===== src/rtl/tii_pkg.sv =====
`timescale 1ns / 1ps
`default_nettype none

package tii_pkg;

  // Fixed field widths
  localparam int LETTER_W = 5;
  localparam int DOC_IDX_W = 6;
  localparam int MASK_W = 64;
  localparam int STATUS_W = 2;

  // Parameter defaults
  localparam int NODE_COUNT_DEF = 1024;
  localparam int ALPHABET_SIZE_DEF = 26;
  localparam int DOC_COUNT_DEF = 64;

  // Commands
  localparam logic CMD_INSERT = 1'b0;
  localparam logic CMD_QUERY = 1'b1;

  // Result status codes
  typedef logic [STATUS_W-1:0] status_t;
  localparam status_t ST_OK = 2'd0;
  localparam status_t ST_NOT_FOUND = 2'd1;
  localparam status_t ST_POOL_FULL = 2'd2;

  // Controller to datapath
  typedef struct packed {
    logic clear;   // clearing pass: write zero at the sweep address
    logic accept;  // latch input beat, issue link read
    logic step;    // resolve link, issue mask read
    logic finish;  // update mask, load result register, rewind walk
  } tii_cmd_t;

  // Datapath to controller
  typedef struct packed {
    logic clear_done;
    logic word_end;
    logic out_busy;
  } tii_stat_t;

endpackage

`default_nettype wire


===== src/rtl/tii_ctrl.sv =====
`timescale 1ns / 1ps
`default_nettype none

module tii_ctrl
  import tii_pkg::*;
(
  input  wire logic      clk,
  input  wire logic      rst_n,
  input  wire logic      in_valid,
  output logic           in_ready,
  input  wire tii_stat_t stat,
  output tii_cmd_t       cmd
);

  typedef enum logic [3:0] {
    S_CLEAR  = 4'b0001,
    S_IDLE   = 4'b0010,
    S_STEP   = 4'b0100,
    S_FINISH = 4'b1000
  } state_t;

  state_t state_r, state_nxt;

  always_comb begin
    state_nxt = state_r;
    cmd = '0;
    in_ready = 1'b0;
    unique case (state_r)
      S_CLEAR: begin
        cmd.clear = 1'b1;
        if (stat.clear_done) state_nxt = S_IDLE;
      end
      S_IDLE: begin
        in_ready = 1'b1;
        if (in_valid) begin
          cmd.accept = 1'b1;
          state_nxt = S_STEP;
        end
      end
      S_STEP: begin
        cmd.step = 1'b1;
        state_nxt = stat.word_end ? S_FINISH : S_IDLE;
      end
      S_FINISH: begin
        // hold until the result register is free
        if (!stat.out_busy) begin
          cmd.finish = 1'b1;
          state_nxt = S_IDLE;
        end
      end
      default: state_nxt = S_CLEAR;
    endcase
  end

  always_ff @(posedge clk) begin
    if (!rst_n) state_r <= S_CLEAR;
    else state_r <= state_nxt;
  end

endmodule

`default_nettype wire


===== config.mk =====
export PLATFORM = sky130hd
export DESIGN_NAME = tii_ctrl
export DESIGN_NICKNAME = d
export VERILOG_FILES = /design/src/rtl/tii_pkg.sv /design/src/rtl/tii_ctrl.sv
export SDC_FILE = /design/constraint.sdc
export NUM_CORES = 1
export LEC_CHECK = 0
export ABC_CLOCK_PERIOD_IN_PS = 1800
export BUFFER_PORTS_ARGS = -buffer_cell sky130_fd_sc_hd__buf_4
export CORE_AREA = 8 8 45 47
export CTS_CLUSTER_DIAMETER = 30
export DETAILED_ROUTE_END_ITERATION = 16
export DIE_AREA = 0 0 53 55
export PLACE_DENSITY_LB_ADDON = 0.15
export SYNTH_ARGS = -nofsm -noshare
export SYNTH_HDL_FRONTEND = slang
export SYNTH_SLANG_ARGS = --single-unit

===== constraint.sdc =====
create_clock -name clk -period 1.8 [get_ports clk]
set_clock_uncertainty 0.15 [all_clocks]
set_input_delay 0.27 -clock clk [delete_from_list [all_inputs] [get_ports clk]]
set_output_delay 0.27 -clock clk [all_outputs]
set_load 0.005 [all_outputs]

After elaboration in Yosys (flattened, before gate mapping). Index checks and enable logic that the tools add are counted. Widths: inputs -> output; s select.

Register bits: 4. Output and inout port bits: 5.

Equality and inequality tests: 7. Muxes and demuxes: 12. Reduce and logical (&&, ||, !) cells: 1.

Operators with widths (count): $mux 4 (4); $pmux 4 s4 (1); $mux 1 (7); $ne 2x2->1 const B (3); $eq 4x1->1 const B (1); $eq 4x2->1 const B (1); $eq 4x3->1 const B (1); $eq 4x4->1 const B (1); $reduce_and 3->1 (1).

Depth between registers and ports, before layout.
Depth in word-level cells: 3. Depth in mapped cells: 4. Depth with buffers taken out: 3.

Worst setup path after synthesis. No wires, ideal clock.

Path kind: register to output. Start: register state_r[3]. End: output port cmd[2] (netlist bit). Arrival time: 1.026 ns. Data required time: 1.380 ns. Setup slack: 0.354 ns. Cell stages (with the launch flop): 4. Cells stage by stage: dfxtp_1 > buf_2 > nor4b_2 > and2_1.

RTL lines: from (decl) (line tii_ctrl.sv:22) `state_t state_r, state_nxt;`; from (signal assigned) (line tii_ctrl.sv:57) `else state_r <= state_nxt;`; to (decl) (line tii_ctrl.sv:12) `output tii_cmd_t cmd`.

==> results.sh <==
export IMPL_num_antenna_cells=0
export IMPL_worstSetupPathType="reg -> out"
export IMPL_synthMuxAreaShare_pct=0
export IMPL_ys_seq_area_share_pct=29.6
export IMPL_die_area_um2=2920
export IMPL_synth_edf_count=0
export IMPL_layout_drive_gt1_share_pct=45.7
export IMPL_slew_headroom_pct=79.8
export IMPL_syn_area_per_cell_um2=8.45
export IMPL_post_route_period_util_pct=95.7
export IMPL_yosys_area_share_simple_pct=49.1
export IMPL_io_pins=11
export IMPL_power_density_nw_per_um2=659
export IMPL_io_buffers=10
export IMPL_yosysTopAreaCell="dfxtp_1"
export IMPL_htree_levels=1
export IMPL_cp_startpoint="state_r[1]$_SDFFE_PN0P_"
export IMPL_tns_ns=0
export IMPL_worst_pin_slew_ns=0.302
export IMPL_ant_nets=0
export IMPL_core_area_um2=1380
export IMPL_final_nets=54
export IMPL_syn2layout_area_growth_pct=52.8
export IMPL_grt_ovfl_total=0
export IMPL_async_flop_share_pct=0
export IMPL_synth_top_family_by_area="simple AND/OR/NAND/NOR gates"
export IMPL_worst_setup_path_end_kind="output port"
export IMPL_ir_drop_mv=0.371
export IMPL_start_util_pct=19.5
export IMPL_post_route_util_pct=29.8
export IMPL_required_ns=1.38
export IMPL_cts_sinks=4
export IMPL_r2r_start="state_r[1]$_SDFFE_PN0P_"
export IMPL_power_leakage_nw=0.184
export IMPL_synth_xor_area_share_pct=0
export IMPL_min_from="rst_n"
export IMPL_regMostFlops="state_r"
export IMPL_drc=0
export IMPL_synth_seq_cells=4
export IMPL_die_x_um=53
export IMPL_die_h_um=55
export IMPL_cts_buffers=3
export IMPL_rows=14
export IMPL_largest_reg_flops=4
export IMPL_yosys_warnings=0
export IMPL_period_needed_ns=1.72
export IMPL_cts_tree="built"
export IMPL_start_kind="flip-flop"
export IMPL_hold_class="in -> reg"
export IMPL_synth_area_um2=270
export IMPL_hold_viol=0
export IMPL_gp_congestion=0.740
export IMPL_rsz0062_at_grt="false"
export IMPL_cts_max_path_buffers=2
export IMPL_synth_top_flop_cell="dfxtp_1"
export IMPL_cp_max_fo=9
export IMPL_dr_pass1_iters=5
export IMPL_netlist_area_leader_share_pct=29.6
export IMPL_detail_route_vias_per_cell=4.73
export IMPL_netlist_instances=32
export IMPL_drv_cap=0
export IMPL_grt_pass1_wl_um=1120
export IMPL_nFillCells=150
export IMPL_reg_largest_list="state_r: 4 flops"
export IMPL_root_buffer="clkbuf_4"
export IMPL_synth_compound_area_share_pct=17.6
export IMPL_first_global_vias=284
export IMPL_antenna_found_initial=0
export IMPL_critPathArrivalTime_ns=1.30
export IMPL_track_usage_pct=5.30
export IMPL_wirelength_um=790
export IMPL_synth_area_top_cells="dfxtp_1 30%, or3b_1 6.5%, nor3_1 5.6%"
export IMPL_synth_fp_nets=38
export IMPL_synth_cell_types=20
export IMPL_maxSlewViolCount=0
export IMPL_max_freq_mhz=581
export IMPL_wl_per_cell_um=12.7
export IMPL_grt_max_degree=10
export IMPL_status="complete, no violations"
export IMPL_dr_total_vias=293
export IMPL_synth_fa_ha_area_share_pct=0
export IMPL_clk_latency_ns=0.24
export IMPL_setup_viol=0
export IMPL_clkTransAtPathRegs_ns=0.04
export IMPL_drt_iter0_markers=1
export IMPL_detailed_place_hpwl_um=575
## synth_stat cells (all sizes together) (2+ instances only)
cell	number
dfxtp	4
nor2	3
nor3	3
a211oi	2
and3	2
buf	2
nand3b	2
o21ai	2
or3b	2
## logic make-up after synthesis
group | count (synthesis)
buf+inv | 2
flops | 4
simple gates | 20
compound gates | 6
## power by group
part / internal, mW / total, mW / switching, mW
Clock: 0.0748 / 0.114 / 0.0393
Combinational: 0.0326 / 0.0502 / 0.0176
Sequential: 0.0950 / 0.108 / 0.0127
## final cells by class
| cell class | instances | area [um2] | area share (%) |
|---|---|---|---|
| multi-input cells | 26 | 189 | 45.8 |
| repair buffers | 13 | 97.6 | 23.6 |
| flip-flops and latches | 4 | 83.8 | 20.3 |
| clock buffers | 3 | 22.5 | 5.45 |
| well taps | 16 | 20.0 | 4.85 |
## routing by layer
metal / global-route usage [%] / wire length, um
met3: 2.94 / 52
met2: 8.59 / 385
met5: 0 / 0
met1: 5.01 / 343
met4: 3.88 / 8
## critical path, cell delays in order, from the launching register on
cell and delay, ns:
dfxtp_1 0.49, nor4b_4 0.31, and2_1 0.17, buf_4 0.10
## path summary, 6_finish.rpt
check,to,slack [ns],cells past startpoint
worst max-delay path,cmd[2],0.08,3
worst min-delay path,state_r[0]$_SDFFE_PN1P_,0.10,2
worst max register to register,state_r[1]$_SDFFE_PN0P_,0.35,4
worst min register to register,state_r[3]$_SDFFE_PN0P_,0.48,2
## per-stage QoR
| stage | instances | worst slack (ns) | total power, mW | cell area, um2 | hold WS [ns] |
|---|---|---|---|---|---|
| final | 62 | 0.0774 | 0.272 | 413 | 0.101 |
| after global routing | 62 | 0.00488 | 0.286 | 413 | 0.104 |
| after CTS | 60 | 0.0268 | 0.274 | 394 | 0.0904 |
| after detailed placement | 57 | 0.207 | 0.154 | 363 | 0.336 |
| after global placement | 57 | 0.265 | 0.153 | 363 | 0.340 |
| after floorplan | 32 | 0.354 | 0.131 | 270 | 0.191 |
## placed cells by master, fill, tap and decap left out, types with 2 or more instances in the layout
cell type   n
and3_1      2
buf_4      13
clkbuf_4    3
dfxtp_2     3
nand3b_1    2
nor2_1      3
nor3_1      3
o21ai_0     2
or3b_1      2
## repair_timing
item,4_1_cts,5_1_grt
hold buffers,0,0
endpoints found under the setup margin,1,3
resized for setup,1,3
setup buffers,0,2
Note: power is estimated with default switching activity, not from simulation.
